### config.mk
export PLATFORM = sky130hd
export DESIGN_NAME = clock_time_setting_editor_unit
export DESIGN_NICKNAME = d
export VERILOG_FILES = /design/src/hw/rtl/ctse_pkg.sv /design/src/hw/rtl/clock_time_setting_editor_unit.sv
export SDC_FILE = /design/constraint.sdc
export NUM_CORES = 1
export LEC_CHECK = 0
export ABC_AREA = 1
export BUFFER_PORTS_ARGS = -buffer_cell sky130_fd_sc_hd__buf_2
export CORE_MARGIN = 5
export CORE_UTILIZATION = 30
export DETAILED_ROUTE_END_ITERATION = 10
export GPL_ROUTABILITY_DRIVEN = 0
export GPL_TIMING_DRIVEN = 0
export HOLD_SLACK_MARGIN = 0.15
export PLACE_DENSITY = 0.53
export SYNTH_ARGS = -nofsm -noshare
export SYNTH_HDL_FRONTEND = slang
export SYNTH_SLANG_ARGS = --single-unit
### constraint.sdc
create_clock -name clk_i -period 6.6 [get_ports clk_i]
set_input_delay 1.32 -clock clk_i [delete_from_list [all_inputs] [get_ports clk_i]]
set_output_delay 1.32 -clock clk_i [all_outputs]
set_load 0.05 [all_outputs]
### src/hw/rtl/ctse_pkg.sv
// ----------------------------------------------------------------------------
// ctse_pkg: shared types and constants of the clock time-setting editor
// Key codes, editor modes, commit events, field positions, range limits and
// the month-length lookup.
// ----------------------------------------------------------------------------
package ctse_pkg;

  // Key events
  typedef enum logic [2:0] {
    KEY_NONE   = 3'd0,
    KEY_MODE   = 3'd1,
    KEY_NEXT   = 3'd2,
    KEY_UP     = 3'd3,
    KEY_DOWN   = 3'd4,
    KEY_COMMIT = 3'd5,
    KEY_ALARM  = 3'd6
  } key_e;

  // Editor mode, one-hot
  typedef enum logic [2:0] {
    MODE_SHOW      = 3'b001,
    MODE_SET_TIME  = 3'b010,
    MODE_SET_ALARM = 3'b100
  } mode_e;

  // Mode as shown on the result port
  localparam logic [1:0] MODE_CODE_SHOW  = 2'd0;
  localparam logic [1:0] MODE_CODE_TIME  = 2'd1;
  localparam logic [1:0] MODE_CODE_ALARM = 2'd2;

  // Commit events
  typedef enum logic [1:0] {
    EV_NONE  = 2'd0,
    EV_TIME  = 2'd1,
    EV_ALARM = 2'd2
  } event_e;

  // Cursor positions in the edit buffer
  localparam logic [2:0] FLD_YEAR   = 3'd0;
  localparam logic [2:0] FLD_MONTH  = 3'd1;
  localparam logic [2:0] FLD_DAY    = 3'd2;
  localparam logic [2:0] FLD_HOUR   = 3'd3;
  localparam logic [2:0] FLD_MINUTE = 3'd4;
  localparam logic [2:0] FLD_SECOND = 3'd5;
  localparam logic [2:0] FLD_WDAY   = 3'd6;

  // Field tops
  localparam logic [6:0] YEAR_MAX   = 7'd99;
  localparam logic [3:0] MONTH_MAX  = 4'd12;
  localparam logic [4:0] DAY_MAX    = 5'd31;
  localparam logic [4:0] HOUR_MAX   = 5'd23;
  localparam logic [5:0] MINUTE_MAX = 6'd59;
  localparam logic [2:0] WDAY_MAX   = 3'd7;

  // Days in a month; zero for a month outside 1..12
  function automatic logic [4:0] month_len(input logic [3:0] month, input logic leap);
    logic [4:0] len;
    unique case (month)
      4'd1, 4'd3, 4'd5, 4'd7, 4'd8, 4'd10, 4'd12: len = 5'd31;
      4'd4, 4'd6, 4'd9, 4'd11:                    len = 5'd30;
      4'd2:                                       len = leap ? 5'd29 : 5'd28;
      default:                                    len = 5'd0;
    endcase
    return len;
  endfunction

  // Mode to its port code
  function automatic logic [1:0] mode_code(input mode_e mode);
    logic [1:0] code;
    unique case (mode)
      MODE_SET_TIME:  code = MODE_CODE_TIME;
      MODE_SET_ALARM: code = MODE_CODE_ALARM;
      default:        code = MODE_CODE_SHOW;
    endcase
    return code;
  endfunction

endpackage

### src/hw/rtl/clock_time_setting_editor_unit.sv
// ----------------------------------------------------------------------------
// clock_time_setting_editor_unit: key-driven clock and alarm editor
// Applies one key event per word to the editor state and reports the mode,
// cursor, edit buffer, commit event and alarm enable after that key.
// ----------------------------------------------------------------------------
// The unit takes one key word per clock while the result port does not stall
// and returns one result word per key. While a word sits in the input
// register, its key is applied to the editor state by combinational logic.
// The updated state is registered once the result slot is free and shown on
// the result port from then on. The state update loop closes through the
// state registers alone, which sets the throughput at one key per clock when
// the result port does not stall. The buffer fields are driven straight from
// the state registers, which hold still while a result is stalled.
module clock_time_setting_editor_unit (
  input  logic       clk_i,
  input  logic       rst_ni,
  input  logic       in_valid_i,
  output logic       in_stall_o,
  input  logic [2:0] key_code_i,
  input  logic [6:0] live_year_i,
  input  logic [3:0] live_month_i,
  input  logic [4:0] live_day_i,
  input  logic [4:0] live_hour_i,
  input  logic [5:0] live_minute_i,
  input  logic [5:0] live_second_i,
  input  logic [2:0] live_weekday_i,
  output logic       out_valid_o,
  input  logic       out_stall_i,
  output logic [1:0] mode_o,
  output logic [2:0] cursor_o,
  output logic [6:0] edit_year_o,
  output logic [3:0] edit_month_o,
  output logic [4:0] edit_day_o,
  output logic [4:0] edit_hour_o,
  output logic [5:0] edit_minute_o,
  output logic [5:0] edit_second_o,
  output logic [2:0] edit_weekday_o,
  output logic [1:0] event_res_o,
  output logic       alarm_on_o
);
  import ctse_pkg::*;

  // Input register
  logic       in_vld_q;
  logic [2:0] key_q;
  logic [6:0] lyear_q;
  logic [3:0] lmonth_q;
  logic [4:0] lday_q;
  logic [4:0] lhour_q;
  logic [5:0] lminute_q;
  logic [5:0] lsecond_q;
  logic [2:0] lwday_q;

  // Editor state (day keeps seven bits: it can run past 31 with no valid month)
  mode_e      mode_q, mode_d;
  logic [2:0] tcur_q, tcur_d;
  logic       acur_q, acur_d;
  logic [6:0] year_q, year_d;
  logic [3:0] month_q, month_d;
  logic [6:0] day_q, day_d;
  logic [4:0] hour_q, hour_d;
  logic [5:0] minute_q, minute_d;
  logic [5:0] second_q, second_d;
  logic [2:0] wday_q, wday_d;
  logic       alarm_q, alarm_d;
  event_e     event_q, event_d;
  logic       out_vld_q;

  logic res_free;
  logic adv;

  // Handshake
  assign res_free   = !out_vld_q || !out_stall_i;
  assign adv        = in_vld_q && res_free;
  assign in_stall_o = in_vld_q && !res_free;

  // Field selects in set-time mode
  logic s_year, s_month, s_day, s_hour, s_minute, s_second, s_wday;
  assign s_year   = (tcur_q == FLD_YEAR);
  assign s_month  = (tcur_q == FLD_MONTH);
  assign s_day    = (tcur_q == FLD_DAY);
  assign s_hour   = (tcur_q == FLD_HOUR);
  assign s_minute = (tcur_q == FLD_MINUTE);
  assign s_second = (tcur_q == FLD_SECOND);
  assign s_wday   = (tcur_q == FLD_WDAY);

  // Increment in set-time mode, then wrap every field
  logic [7:0] up_year_s;
  logic [4:0] up_month_s;
  logic [7:0] up_day_s;
  logic [5:0] up_hour_s;
  logic [6:0] up_minute_s, up_second_s;
  logic [3:0] up_wday_s;
  logic [6:0] up_year;
  logic [3:0] up_month;
  logic [4:0] up_len;
  logic [6:0] up_day;
  logic [4:0] up_hour;
  logic [5:0] up_minute, up_second;
  logic [2:0] up_wday;

  always_comb begin
    up_year_s   = {1'b0, year_q} + {7'd0, s_year};
    up_month_s  = {1'b0, month_q} + {4'd0, s_month};
    up_day_s    = {1'b0, day_q} + {7'd0, s_day};
    up_hour_s   = {1'b0, hour_q} + {5'd0, s_hour};
    up_minute_s = {1'b0, minute_q} + {6'd0, s_minute};
    up_second_s = {1'b0, second_q} + {6'd0, s_second};
    up_wday_s   = {1'b0, wday_q} + {3'd0, s_wday};

    up_year   = (up_year_s > {1'b0, YEAR_MAX}) ? 7'd0 : up_year_s[6:0];
    up_month  = (up_month_s > {1'b0, MONTH_MAX}) ? 4'd1 : up_month_s[3:0];
    up_len    = month_len(up_month, (up_year[1:0] == 2'd0));
    // Day wraps before the seven-bit mask
    up_day    = ((up_len != 5'd0) && (up_day_s > {3'd0, up_len})) ? 7'd1 : up_day_s[6:0];
    up_hour   = (up_hour_s > {1'b0, HOUR_MAX}) ? 5'd0 : up_hour_s[4:0];
    up_minute = (up_minute_s > {1'b0, MINUTE_MAX}) ? 6'd0 : up_minute_s[5:0];
    up_second = (up_second_s > {1'b0, MINUTE_MAX}) ? 6'd0 : up_second_s[5:0];
    up_wday   = (up_wday_s > {1'b0, WDAY_MAX}) ? 3'd1 : up_wday_s[2:0];
  end

  // Decrement in set-time mode, then wrap month, day and weekday
  logic [6:0] dn_year;
  logic [3:0] dn_month;
  logic       dn_under;
  logic [6:0] dn_day0;
  logic [4:0] dn_len;
  logic [6:0] dn_day;
  logic [4:0] dn_hour;
  logic [5:0] dn_minute, dn_second;
  logic [2:0] dn_wday;

  always_comb begin
    dn_year = year_q;
    if (s_year) begin
      dn_year = (year_q == 7'd0) ? YEAR_MAX : year_q - 7'd1;
    end
    dn_month = month_q;
    if (s_month && month_q != 4'd0) begin
      dn_month = month_q - 4'd1;
    end
    if (dn_month == 4'd0) begin
      dn_month = MONTH_MAX;
    end
    dn_under = s_day && (day_q == 7'd0);
    dn_day0  = (s_day && day_q != 7'd0) ? day_q - 7'd1 : day_q;
    dn_len   = month_len(dn_month, (dn_year[1:0] == 2'd0));
    // Underflow takes the month length, or 31 with no valid month
    if (dn_under) begin
      dn_day = (dn_len != 5'd0) ? {2'd0, dn_len} : {2'd0, DAY_MAX};
    end else if (dn_len == 5'd0) begin
      dn_day = dn_day0;
    end else if (dn_day0 == 7'd0) begin
      dn_day = {2'd0, dn_len};
    end else if (dn_day0 > {2'd0, dn_len}) begin
      dn_day = 7'd1;
    end else begin
      dn_day = dn_day0;
    end
    dn_hour = hour_q;
    if (s_hour) begin
      dn_hour = (hour_q == 5'd0) ? HOUR_MAX : hour_q - 5'd1;
    end
    dn_minute = minute_q;
    if (s_minute) begin
      dn_minute = (minute_q == 6'd0) ? MINUTE_MAX : minute_q - 6'd1;
    end
    dn_second = second_q;
    if (s_second) begin
      dn_second = (second_q == 6'd0) ? MINUTE_MAX : second_q - 6'd1;
    end
    dn_wday = wday_q;
    if (s_wday && wday_q != 3'd0) begin
      dn_wday = wday_q - 3'd1;
    end
    if (dn_wday == 3'd0) begin
      dn_wday = WDAY_MAX;
    end
  end

  // Alarm edits touch hour and minute only
  logic [5:0] al_hour_s;
  logic [6:0] al_minute_s;
  logic [4:0] al_up_hour, al_dn_hour;
  logic [5:0] al_up_minute, al_dn_minute;

  always_comb begin
    al_hour_s    = {1'b0, hour_q} + {5'd0, !acur_q};
    al_minute_s  = {1'b0, minute_q} + {6'd0, acur_q};
    al_up_hour   = (al_hour_s > {1'b0, HOUR_MAX}) ? 5'd0 : al_hour_s[4:0];
    al_up_minute = (al_minute_s > {1'b0, MINUTE_MAX}) ? 6'd0 : al_minute_s[5:0];
    al_dn_hour   = hour_q;
    al_dn_minute = minute_q;
    if (!acur_q) begin
      al_dn_hour = (hour_q == 5'd0) ? HOUR_MAX : hour_q - 5'd1;
    end else begin
      al_dn_minute = (minute_q == 6'd0) ? MINUTE_MAX : minute_q - 6'd1;
    end
  end

  // Apply the key to the editor state
  always_comb begin
    mode_d   = mode_q;
    tcur_d   = tcur_q;
    acur_d   = acur_q;
    year_d   = year_q;
    month_d  = month_q;
    day_d    = day_q;
    hour_d   = hour_q;
    minute_d = minute_q;
    second_d = second_q;
    wday_d   = wday_q;
    alarm_d  = alarm_q;
    event_d  = EV_NONE;
    unique case (key_q)
      KEY_MODE: begin
        unique case (mode_q)
          MODE_SHOW: begin
            year_d   = lyear_q;
            month_d  = lmonth_q;
            day_d    = {2'd0, lday_q};
            hour_d   = lhour_q;
            minute_d = lminute_q;
            second_d = lsecond_q;
            wday_d   = lwday_q;
            tcur_d   = FLD_YEAR;
            mode_d   = MODE_SET_TIME;
          end
          MODE_SET_TIME:  mode_d = MODE_SET_ALARM;
          MODE_SET_ALARM: mode_d = MODE_SHOW;
          default:        mode_d = MODE_SHOW;
        endcase
      end
      KEY_COMMIT: begin
        if (mode_q == MODE_SET_TIME) begin
          event_d = EV_TIME;
        end else if (mode_q == MODE_SET_ALARM) begin
          event_d = EV_ALARM;
          mode_d  = MODE_SHOW;
        end
      end
      KEY_ALARM: alarm_d = !alarm_q;
      KEY_NEXT: begin
        if (mode_q == MODE_SET_TIME) begin
          tcur_d = (tcur_q == FLD_WDAY) ? FLD_YEAR : tcur_q + 3'd1;
        end else if (mode_q == MODE_SET_ALARM) begin
          acur_d = !acur_q;
        end
      end
      KEY_UP: begin
        if (mode_q == MODE_SET_TIME) begin
          year_d   = up_year;
          month_d  = up_month;
          day_d    = up_day;
          hour_d   = up_hour;
          minute_d = up_minute;
          second_d = up_second;
          wday_d   = up_wday;
        end else if (mode_q == MODE_SET_ALARM) begin
          hour_d   = al_up_hour;
          minute_d = al_up_minute;
        end
      end
      KEY_DOWN: begin
        if (mode_q == MODE_SET_TIME) begin
          year_d   = dn_year;
          month_d  = dn_month;
          day_d    = dn_day;
          hour_d   = dn_hour;
          minute_d = dn_minute;
          second_d = dn_second;
          wday_d   = dn_wday;
        end else if (mode_q == MODE_SET_ALARM) begin
          hour_d   = al_dn_hour;
          minute_d = al_dn_minute;
        end
      end
      default: ;
    endcase
  end

  // Control and editor state
  always_ff @(posedge clk_i or negedge rst_ni) begin
    if (!rst_ni) begin
      in_vld_q  <= 1'b0;
      out_vld_q <= 1'b0;
      mode_q    <= MODE_SHOW;
      tcur_q    <= FLD_YEAR;
      acur_q    <= 1'b0;
      year_q    <= '0;
      month_q   <= '0;
      day_q     <= '0;
      hour_q    <= '0;
      minute_q  <= '0;
      second_q  <= '0;
      wday_q    <= '0;
      alarm_q   <= 1'b0;
      event_q   <= EV_NONE;
    end else begin
      if (!in_stall_o) begin
        in_vld_q <= in_valid_i;
      end
      if (res_free) begin
        out_vld_q <= in_vld_q;
      end
      // Advance the state with the result slot
      if (adv) begin
        mode_q   <= mode_d;
        tcur_q   <= tcur_d;
        acur_q   <= acur_d;
        year_q   <= year_d;
        month_q  <= month_d;
        day_q    <= day_d;
        hour_q   <= hour_d;
        minute_q <= minute_d;
        second_q <= second_d;
        wday_q   <= wday_d;
        alarm_q  <= alarm_d;
        event_q  <= event_d;
      end
    end
  end

  // Capture the input word
  always_ff @(posedge clk_i) begin
    if (in_valid_i && !in_stall_o) begin
      key_q     <= key_code_i;
      lyear_q   <= live_year_i;
      lmonth_q  <= live_month_i;
      lday_q    <= live_day_i;
      lhour_q   <= live_hour_i;
      lminute_q <= live_minute_i;
      lsecond_q <= live_second_i;
      lwday_q   <= live_weekday_i;
    end
  end

  // Result word
  assign out_valid_o    = out_vld_q;
  assign mode_o         = mode_code(mode_q);
  assign cursor_o       = (mode_q == MODE_SET_ALARM) ? (acur_q ? FLD_MINUTE : FLD_HOUR)
                                                     : tcur_q;
  assign edit_year_o    = year_q;
  assign edit_month_o   = month_q;
  assign edit_day_o     = day_q[4:0];
  assign edit_hour_o    = hour_q;
  assign edit_minute_o  = minute_q;
  assign edit_second_o  = second_q;
  assign edit_weekday_o = wday_q;
  assign event_res_o    = event_q;
  assign alarm_on_o     = alarm_q;

endmodule

## Word-level counts from Yosys, hierarchy flattened

Index checks and enable logic that the tools add are counted.

| operators by class | value |
|---|---|
| add/sub/neg operators | 17 |
| multiply operators | 0 |
| div/mod/pow operators | 0 |
| order comparisons | 10 |
| equal/unequal tests | 53 |
| shift-type cells | 0 |
| mux-type cells | 79 |
| bitwise operators | 1 |
| reduce and logical (&&, ||, !) cells | 48 |

Operator list:

| cell | number |
|---|---|
| two-way mux 7 bit | 15 |
| two-way mux 6 bit | 16 |
| two-way mux 5 bit | 11 |
| case mux 5 bit (3 select lines) | 3 |
| case mux 7 bit (3 select lines) | 2 |
| equality test 4 bit, second input constant | 10 |
| two-way mux 3 bit | 13 |
| case mux 6 bit (3 select lines) | 2 |
| equality test 4 x 3 -> 1 bit, second input constant | 8 |
| two-way mux 4 bit | 6 |
| adder 6 x 1 -> 7 bit | 3 |
| equality test 3 bit, second input constant | 7 |
| > comparator 7 x 6 -> 1 bit, second input constant | 3 |
| logical NOT 7 bit | 3 |
| != test 3 bit, second input constant | 6 |
| case mux 3 bit (2 select lines) | 3 |
| adder 7 x 1 -> 8 bit | 2 |
| equality test 4 x 2 -> 1 bit, second input constant | 4 |
| != test 2 bit, second input constant | 8 |
| equality test 3 x 2 -> 1 bit, second input constant | 5 |
| AND reduction 7 bit | 2 |
| OR reduction 7 bit | 2 |
| subtractor 7 x 1 -> 7 bit, second input constant | 2 |
| adder 5 x 1 -> 6 bit | 2 |
| 39 further kinds | 70 |

| storage, ports and cells | value |
|---|---|
| register bits | 89 |
| latch bits | 0 |
| memory bits (writable) | 0 |
| bits in read-only memories | 0 |
| bits of input ports | 43 |
| word-level logic and storage cells | 231 |
| memories kept | 0 |

## Logic depth before layout (Yosys ltp)

Gate-level depths: netlist of run 1.

| depth | value |
|---|---|
| depth after elaboration | 15 |
| mapped depth | 25 |

## Least setup slack after synthesis of run 1

Ideal clock, no wire load.

| timing path | value |
|---|---|
| path type | reg2out |
| from | register mode_q[2] |
| to | output cursor_o[2] |
| data arrival time | 2255 ps |
| required time | 5280 ps |
| path slack | 3025 ps |
| stages on the path, launching flop included | 5 |
| path buffers | 0 |
| cells stage by stage | dfrtp_1 -> inv_1 -> nor3_2 -> inv_1 -> a21oi_1 |

| between the ends | value |
|---|---|
| cells in the longest elaborated chain, start to end | 2 |

Ends and longest elaborated chain:

| element | RTL line | RTL |
|---|---|---|
| from (decl) | clock_time_setting_editor_unit.sv:55 | `mode_e mode_q, mode_d;` |
| from (signal assigned) | clock_time_setting_editor_unit.sv:308 | `mode_q <= mode_d;` |
| equality test 3 bit | clock_time_setting_editor_unit.sv:341 | `assign cursor_o = (mode_q == MODE_SET_ALARM) ? (acur_q ? FLD_MINUTE : FLD_HOUR)` |
| two-way mux 3 bit | clock_time_setting_editor_unit.sv:341 |  |
| to (decl) | clock_time_setting_editor_unit.sv:30 | `output logic [2:0] cursor_o,` |

Every way passes these cells.

## Worst setup path in the final report of run 1

| timing path | value |
|---|---|
| from | register tcur_q[0] |
| to | register day_q[0] |

| between the ends | value |
|---|---|
| cells in the longest elaborated chain, start to end | 15 |

Ends and longest elaborated chain:

| element | RTL line | RTL |
|---|---|---|
| from (decl) | clock_time_setting_editor_unit.sv:56 | `logic [2:0] tcur_q, tcur_d;` |
| from (signal assigned) | clock_time_setting_editor_unit.sv:309 | `tcur_q <= tcur_d;` |
| branches (longest 14 deep; another with > comparator 8 x 5 -> 1 bit) | - |  |
| case mux 7 bit (3 select lines) (*) | clock_time_setting_editor_unit.sv:215 | `unique case (key_q)` |
| to (signal assigned) | clock_time_setting_editor_unit.sv:313 | `day_q <= day_d;` |
| to (decl) | clock_time_setting_editor_unit.sv:60 | `logic [6:0] day_q, day_d;` |

Every way passes the cells marked *. The select of a mux whose other input is x is not followed.
A chain may end at the register's enable or synchronous reset.

==> run metrics, run 1 <==
Peak VDD IR 0.194 mV; Slew HR 0.477; worst r2r path cells 22; Adder-Cell Fraction of Synth Area 0.0687; worst stage delay on the critical path 0.45 ns; Die Area 0.0256 sq mm; Tot Pwr 3.90 mW; crit-path most repeated cell a21oi_1; startpoint types flip-flop; DRC 0; vias 6109; Clk pin slew, worst setup/hold paths 0.07 ns; fin. max-slew vios 0; fin crit period 3.78 ns; Yosys reg bits 89; syn avg cell area 7.63 sq um; Post-Synth Simple-Gate Area 0.275; crit share post-route 0.573; Ports 89; LEAKAGE 3.72 nW; Setup crit end kind flip-flop; DIE WIDTH 160 um; Initial DRC Count 375; H-Tree Depth 3; TritonCTS clock tree done; clock group share of total power 0.126; first-pass GRT wire length 30.9 mm; total wire length 19.2 mm; area grow syn2layout 16.1%; main combinational cell family by area after synthesis simple AND/OR/NAND/NOR gates; Initial Util 0.307; core box area 0.0220 sq mm; Synth Warn # 0; WS Path Type reg2reg; Most used DFF post-synth dfrtp_1; Power Density 498 mW/mm^2; TritonCTS Buffers 9; worst slew pin tran 0.785 ns; antenna violations before repair 0; area fraction in compound gates after synthesis 0.149; status completed; post-synthesis mux area share 0; Core Rows 54; Post-Syn Area 0.00674 sq mm; Sw Share 0.548; clk_skew 0.0116 ns; cell count after synthesis 883; ys async rst share 0.562; RSZ-0062 raised after global routing false; Synth Area in XOR/XNOR 0.0468; crit path DAT 4.02 ns; critical-path cell list inv_1 -> nand3_1 -> inv_1 -> ha_1 -> ha_1 -> nand3_1 -> nor3_1 -> xor2_1 -> nand3_1 -> nand2_1 -> nor2_1 -> o31ai_1 -> ha_1 -> inv_1 -> a21oi_1 -> o21ai_0 -> a21oi_1 -> o21bai_1 -> nand2_1 -> nand2_1 -> a21oi_1 -> a21oi_1; final setup vio count 0; worst min path class reg2reg; Post-synth EDFFs 39; CP endpoint day_q[0]; Syn Nets 963; largest driver fanout on the critical path 5; ANT nets after route 0; vias in the first global route 5954; fmax 264 MHz; Via-to-Cell Ratio 4.82; Final Instance Area 0.00783 sq mm; Worst R2R Start tcur_q[0]; GR Util All Layers 0.149; Placement Cell Area 0.00755 sq mm; setup_tns 0 ns; Synth cell types 56; clk sink count 89; Worst R2R End day_q[0]; share of layout cells above drive strength 1 0.186; GR Overflow Total 0; worst endpoint required time 6.84 ns; Power Internal 1.76 mW; utilization after layout 0.356; Logic pwr share 0.634; number of port buffers 88; DR pass1 iterations 5; final hold slack 0.468 ns; reg2reg setup slack 2.82 ns; sequential-to-total area share from yosys stat 0.360; sequential share of power 0.240; largest net degree at the start of global routing 51; Critical Path Start tcur_q[0]; wire per inst 15.1 um; Switch Pwr 2.14 mW; slowest stage cell, crit path dfrtp_1; DIE HEIGHT 160 um; CTS resizes 0; CTS Hold Bufs 0; n_diodes 0; Max-Cap Viols 0; CTS Buffer Depth 2; Final Hold Vio Count 0; root buf cell clkbuf_16; Nets 1063; hpwl dp 14.7 mm; clock latency on the worst-skew pair 0.35 ns; setup repair bufs after CTS 0
-- flip-flops by register name, summed over array words and instances, names as in the netlist, 4 cells and up --
signal / count
lmonth_q: 4
edit_hour_o: 5
lsecond_q: 6
edit_second_o: 6
lday_q: 5
lhour_q: 5
edit_year_o: 7
day_q: 7
edit_month_o: 4
edit_minute_o: 6
lyear_q: 7
lminute_q: 6
-- synthesized netlist by cell type, types with 3 or more instances --
cell type    n  area share
nor2_1      81       0.045
xor2_1      31       0.040
xnor2_1      5      0.0065
edfxtp_1    39        0.17
nand2_2     11       0.010
nand2_1    179        0.10
o21ai_0     52       0.039
a32oi_1      4      0.0052
buf_4       10       0.011
o21ai_1      3      0.0022
clkbuf_1     8      0.0045
buf_2        5      0.0037
nand2_4      3      0.0050
dfrtp_1     49        0.18
a211oi_1     9       0.010
inv_1      117       0.065
nand3_1     76       0.056
a22oi_1      8      0.0089
a21oi_1     52       0.039
o21ai_2      4      0.0052
a31oi_1      6      0.0056
buf_6        5      0.0084
ha_1        37       0.069
inv_2       10      0.0056
nor3_1      12      0.0089
nand3_2      5      0.0074
nor2_4       3      0.0050
nor2_2       5      0.0046
nand4_1      8      0.0074
o31ai_1      3      0.0033
nor4_1       3      0.0028
a41oi_1      6      0.0078
-- metrics by stage --
stage                     setup WS [ns]  cells
after floorplan                    3.03    883
after global placement             2.84   1251
after detailed placement           2.84   1252
after CTS                          2.81   1268
after global routing               2.43   1268
final                              2.82   1268
-- power groups by stage --
stage | registers, mW | logic [mW] | clock network, mW
6_report | 0.934 | 2.47 | 0.490
4_1_cts | 0.935 | 2.48 | 0.508
3_3_place_gp | 0.944 | 2.46 | 0
2_1_floorplan | 1.24 | 1.59 | 0
5_1_grt | 0.967 | 2.78 | 0.525
3_5_place_dp | 0.945 | 2.47 | 0
-- critical path: cells and delay by family (launching register included) --
family | cells | cell delay, ns
AOI/OAI and AO/OA | 7 | 0.89
xor gates and xnor gates | 1 | 0.21
adders and majority gates | 3 | 0.57
and+or+nand+nor | 8 | 1.14
buffers and inverters | 3 | 0.42
DFF | 1 | 0.45
-- worst min path at each step --
stage,from,slack [ns],to,cells after the start
floorplan,in_vld_q,0.45,out_valid_o,2
CTS,alarm_on_o,0.47,alarm_on_o,1
finish,alarm_on_o,0.47,alarm_on_o,1
global route,alarm_on_o,0.50,alarm_on_o,1
global placement,in_vld_q,0.46,out_valid_o,2
detailed placement,alarm_on_o,0.46,alarm_on_o,1
-- cells in the final DEF (no fill, tap or decap), types with 9 or more instances in the layout --
master     Yosys  layout
nor2_1        81      81
nand2_2       11      11
a21oi_1       52      52
xor2_1        31      31
inv_2         10      11
inv_1        117     116
buf_4         10      11
dfrtp_1       49      49
o21ai_0       52      52
nand3_1       76      76
clkbuf_16      0       9
edfxtp_1      39      39
a211oi_1       9       9
buf_2          5      92
nand2_1      179     179
ha_1          37      37
nor3_1        12      12
-- cell type report --
class	instances	area, sq um
Sequential cell	89	2420
Fill cell	2336	14100
Buffer	30	195
Clock buffer	9	225
Tap cell	280	350
Timing Repair Buffer	89	463
Multi-Input combinational cell	635	3630
Inverter	129	487
Clock inverter	7	46.3
-- metal layers --
layer / part of all wire / up-vias / track usage
li1: - / 3143 / -
met1: 0.49 / 2828 / 0.205
met2: 0.46 / 123 / 0.242
met3: 0.043 / 15 / 0.0281
met4: 0.012 / 0 / 0.0399
met5: 0 / - / 0
-- logic make-up after synthesis --
kind of cell    count (synthesis)
compound gates                163
xor+xnor                       36
fa+ha+maj                      37
buf+inv                       159
flops                          89
simple gates                  399
(Power assumes the default switching activity.)
==> run 2: changes to the inputs <==
- clock period: 6.6 -> 3.63 ns (I/O delays scaled with it)
==> run metrics, run 2 (synthesized netlist as in run 1, its figures left out) <==
DIE HEIGHT 160 um (unchanged); worst min path class in2async; Slew HR 0.480 (+0.00359); Setup crit end kind flip-flop; largest driver fanout on the critical path 5 (unchanged); GR Util All Layers 0.149 (about the same); final hold slack 0.440 ns (-0.0283 ns); DIE WIDTH 160 um (unchanged); Crit path max-delay family simple AND/OR/NAND/NOR gates; largest net degree at the start of global routing 51 (unchanged); crit share post-route 0.939 (+0.367); CTS Buffer Depth 2 (unchanged); number of port buffers 88 (unchanged); fmax 293 MHz (+11%); commonest non-fill, non-tap cell in the layout nand2_1; area grow syn2layout 18.0%; Nets 1071 (+0.75%); DRC 0 (unchanged); reg2reg setup slack 0.22 ns (-2.60 ns); Power Density 909 mW/mm^2 (+83%); TritonCTS clock tree done; Initial Util 0.307 (unchanged); fin. max-slew vios 0 (unchanged); Final Instance Area 0.00795 sq mm (+1.6%); vias 6170 (+1.0%); status completed; WS Path Type reg2reg; root buf cell clkbuf_16; clk sink count 89 (unchanged); Placement Cell Area 0.00755 sq mm (unchanged); Peak VDD IR 0.363 mV (+87%); ANT nets after route 0 (unchanged); CP bufs+invs 3 (unchanged); Max-Cap Viols 0 (unchanged); H-Tree Depth 3 (unchanged); hpwl dp 14.7 mm (unchanged); GR Overflow Total 0 (unchanged); Ports 89 (unchanged); crit-path most repeated cell a21oi_1; fin crit period 3.41 ns (-0.371 ns); clock latency on the worst-skew pair 0.36 ns (about the same); critical-path cell list inv_4 -> nand3_4 -> inv_2 -> ha_1 -> ha_2 -> nand3_2 -> nor3_2 -> xor2_1 -> nand3_1 -> nand2_2 -> nor2_1 -> o31ai_1 -> ha_1 -> inv_1 -> a21oi_1 -> o21ai_0 -> a21oi_1 -> o21bai_1 -> nand2_2 -> nand2_1 -> a21oi_2 -> a21oi_1; commonest non-fill, non-tap cells in the layout nand2_1, inv_1, buf_2; setup_tns 0 ns (unchanged); final setup vio count 0 (unchanged); crit path DAT 3.65 ns (-0.37 ns); Core Rows 54 (unchanged); Final Hold Vio Count 0 (unchanged); wire per inst 15.2 um (+0.29%); worst stage delay on the critical path 0.46 ns (about the same); worst slew pin tran 0.780 ns (-0.00539 ns); Clk pin slew, worst setup/hold paths 0.07 ns (about the same); first-pass GRT wire length 30.9 mm (about the same); total wire length 19.4 mm (+0.92%); worst endpoint required time 3.87 ns (-2.97 ns); startpoint types flip-flop; vias in the first global route 5956 (+0.034%); TritonCTS Buffers 9 (unchanged); LEAKAGE 3.76 nW (+1.1%); core box area 0.0220 sq mm (unchanged); Initial DRC Count 336 (-10%); DR pass1 iterations 5 (unchanged); n_diodes 0 (unchanged); Die Area 0.0256 sq mm (unchanged); antenna violations before repair 0 (unchanged); clk_skew 0.0109 ns (-0.000689 ns); share of layout cells above drive strength 1 0.209 (+0.0226); Via-to-Cell Ratio 4.84 (+0.37%); slowest stage cell, crit path dfrtp_2
## run 2: worst reg2reg max path: cells and delay by family, from the launching register on
kind | cells | cell delay, ns
DFF | 1 | 0.46
adders and majority gates | 3 | 0.56
and+or+nand+nor | 8 | 0.97
xor gates and xnor gates | 1 | 0.22
buffers and inverters | 3 | 0.24
AOI/OAI and AO/OA | 7 | 0.86
## run 2: timing repair
action,4_1_cts,5_1_grt
gates resized for setup,2,19
buffers inserted,0,8
endpoints found under the setup margin,5,5
pin swaps,0,4
hold buffers,0,0
## run 2: path summary, 6_finish.rpt
kind / end / cells after the start / from
setup / recovery: day_q[0] / 22 / tcur_q[0]
hold / removal: edit_hour_o[4] / 1 / rst_ni
setup reg to reg: day_q[0] / 22 / tcur_q[0]
hold reg to reg: alarm_on_o / 1 / alarm_on_o
max in group asynchronous: tcur_q[1] / 1 / rst_ni
min in group clk_i: alarm_on_o / 1 / alarm_on_o
## run 2: metrics by stage
step	std cells	setup slack [ns]	utilization	total power [mW]
floorplan	883	0.463	-	5.15
global placement	1251	-0.128	0.343	6.19
detailed placement	1252	-0.131	0.344	6.22
CTS	1268	0.00882	0.356	7.14
global route	1276	-0.00883	0.362	7.91
finish	1276	0.220	0.362	7.23
## run 2: layout make-up
type	count	area, sq um
flip-flops and latches	89	2430
clock buffers	9	225
fillers	2325	14000
inverters	129	494
repair buffers	97	523
clock inverters	7	46.3
plain buffers	30	195
well taps	280	350
multi-input cells	635	3690
## run 2: routing by layer
metal | up-vias | global-route usage | wire [um]
met5 | - | 0 | 0
met4 | 0 | 0.0399 | 270
met3 | 20 | 0.0281 | 987
met2 | 140 | 0.242 | 8840
met1 | 2853 | 0.205 | 9290
li1 | 3157 | - | -
## run 2: where the power goes
part	leakage, nW	switching [mW]	internal, mW
logic	2.68	3.15	1.48
registers	0.946	0.364	1.34
clock network	0.139	0.428	0.465
total	3.76	3.94	3.29
==> run 3: changes to the inputs <==
==> constraint.sdc (replaced) <==
create_clock -name clk_i -period 3.63 [get_ports clk_i]
set_input_delay 0.1815 -clock clk_i [delete_from_list [all_inputs] [get_ports clk_i]]
set_output_delay 0.1815 -clock clk_i [all_outputs]
set_load 0.05 [all_outputs]
==> run metrics, run 3 (synthesized netlist as in run 1, its figures left out) <==
ANT nets after route 0 (unchanged); DR pass1 iterations 5 (unchanged); WS Path Type reg2reg; wire per inst 14.9 um (-2.2%); vias 6321 (+2.4%); clock group share of total power 0.123 (about the same); largest net degree at the start of global routing 51 (unchanged); Logic pwr share 0.643 (+0.002); total wire length 19.6 mm (+0.97%); Final Non-Filler Cells 1318 (+3.3%); DIE HEIGHT 160 um (unchanged); Initial DRC Count 351 (+4.5%); clock latency on the worst-skew pair 0.35 ns (about the same); Worst R2R End day_q[0]; clk sink count 89 (unchanged); crit-path most repeated cell a21oi_1; Ports 89 (unchanged); Clk pin slew, worst setup/hold paths 0.07 ns (about the same); largest driver fanout on the critical path 5 (unchanged); Stages on worst setup path 22 (unchanged); antenna violations before repair 0 (unchanged); status completed; startpoint types flip-flop; Max-Cap Viols 0 (unchanged); Via-to-Cell Ratio 4.80 (-0.82%); Core Rows 54 (unchanged); DIE WIDTH 160 um (unchanged); first-pass GRT wire length 31.3 mm (+1.3%); CP bufs+invs 3 (unchanged); critical-path cell list inv_4 -> nand3_4 -> inv_2 -> ha_1 -> ha_2 -> nand3_2 -> nor3_2 -> xor2_1 -> nand3_1 -> nand2_2 -> nor2_1 -> o31ai_1 -> ha_1 -> inv_1 -> a21oi_1 -> o21ai_0 -> a21oi_1 -> o21bai_1 -> nand2_2 -> nand2_1 -> a21oi_2 -> a21oi_1; clk_skew 0.0104 ns (-0.000528 ns); worst slew pin tran 0.796 ns (+0.0161 ns); share of layout cells above drive strength 1 0.200 (-0.00845); Crit path max-delay family simple AND/OR/NAND/NOR gates; core box area 0.0220 sq mm (unchanged); fmax 293 MHz (-0.18%); TritonCTS Buffers 9 (unchanged); Setup crit end kind flip-flop; n_diodes 0 (unchanged); Die Area 0.0256 sq mm (unchanged); fin. max-slew vios 0 (unchanged); Initial Util 0.307 (unchanged); setup_tns 0 ns (unchanged); hpwl dp 14.7 mm (unchanged); worst stage delay on the critical path 0.46 ns (about the same); root buf cell clkbuf_16; fillers 2296 (-1.2%); slowest stage cell, crit path dfrtp_2; worst endpoint required time 3.87 ns (about the same); reg2reg setup slack 0.21 ns (about the same); Slew HR 0.470 (-0.0107); DP Worst Slack -0.131 ns (unchanged); worst min path class in2async; Power Density 867 mW/mm^2 (-4.6%); Sw Share 0.543 (-0.00204); sequential share of power 0.235 (about the same); Peak VDD IR 0.365 mV (+0.54%); DRC 0 (unchanged); Post-Place Cells 1252 (unchanged); GR Util All Layers 0.151 (+0.00147); fin crit period 3.42 ns (+0.00609 ns); min setup slack post-route 0.214 ns (-0.00609 ns); commonest non-fill, non-tap cell in the layout nand2_1; Power Internal 3.32 mW (+0.90%); TritonCTS clock tree done; Worst R2R Start tcur_q[0]; number of port buffers 88 (unchanged); vias in the first global route 6095 (+2.3%); GR Overflow Total 0 (unchanged); worst r2r path cells 22 (unchanged); commonest non-fill, non-tap cells in the layout nand2_1, inv_1, buf_2; crit path DAT 3.66 ns (about the same); area grow syn2layout 24.2%; LEAKAGE 3.94 nW (+4.7%); crit share post-route 0.941 (+0.00168); H-Tree Depth 3 (unchanged); final setup vio count 0 (unchanged); Tot Pwr 7.26 mW (+0.45%); Nets 1113 (+3.9%); Switch Pwr 3.94 mW (about the same); Final Hold Vio Count 0 (unchanged); CTS Buffer Depth 2 (unchanged)
==> run 3: cell count changes in the layout (fill, tap and decap cells not counted) <==
cell / delta
dlygate4sd3_1: +42
==> run 3: worst max path at each step <==
stage | start | end | slack (ns)
floorplan | tcur_q[0] | day_q[0] | 0.46
global placement | tcur_q[0] | day_q[0] | -0.13
detailed placement | tcur_q[0] | day_q[0] | -0.13
CTS | tcur_q[0] | day_q[0] | 0.009
global route | tcur_q[0] | day_q[0] | -0.009
finish | tcur_q[0] | day_q[0] | 0.21
==> run 3: through the flow <==
step                      hold slack [ns]   util  area [sq um]
after floorplan                    -0.114      -          6740
after global placement              0.358  0.343          7530
after detailed placement            0.360  0.344          7550
after CTS                           0.168  0.375          8240
after global routing                0.482  0.381          8370
final                               0.439  0.381          8370
==> run 3: metal layers <==
metal  track usage  wire length, um
met1         0.208             9390
met2         0.245             8980
met3        0.0263              964
met4        0.0399              244
met5             0                0
==> run 3: final cells by class <==
type / instances / area (sq um) / area share
clock inverter: 7 / 46.3 / 0.00553
multi-input combinational: 635 / 3690 / 0.441
tap: 280 / 350 / 0.0418
clock buffer: 9 / 225 / 0.0269
inverter: 129 / 494 / 0.0590
buffer: 30 / 195 / 0.0233
sequential: 89 / 2430 / 0.290
timing repair buffer: 139 / 943 / 0.113
==> run 3: power groups by stage <==
stage               clock (mW)  combinational, mW  sequential, mW
floorplan                    0               2.89            2.26
global placement             0               4.47            1.72
detailed placement           0               4.50            1.72
CTS                      0.923               4.55            1.70
global route             0.953               5.22            1.76
finish                   0.891               4.67            1.70
==> run 3: what timing repair did <==
item,in CTS,in global routing
hold endpoints to repair,41,49
endpoints found under the setup margin,5,5
pin swaps,0,4
setup buffers,0,8
hold buffers,41,1
resized for setup,2,19
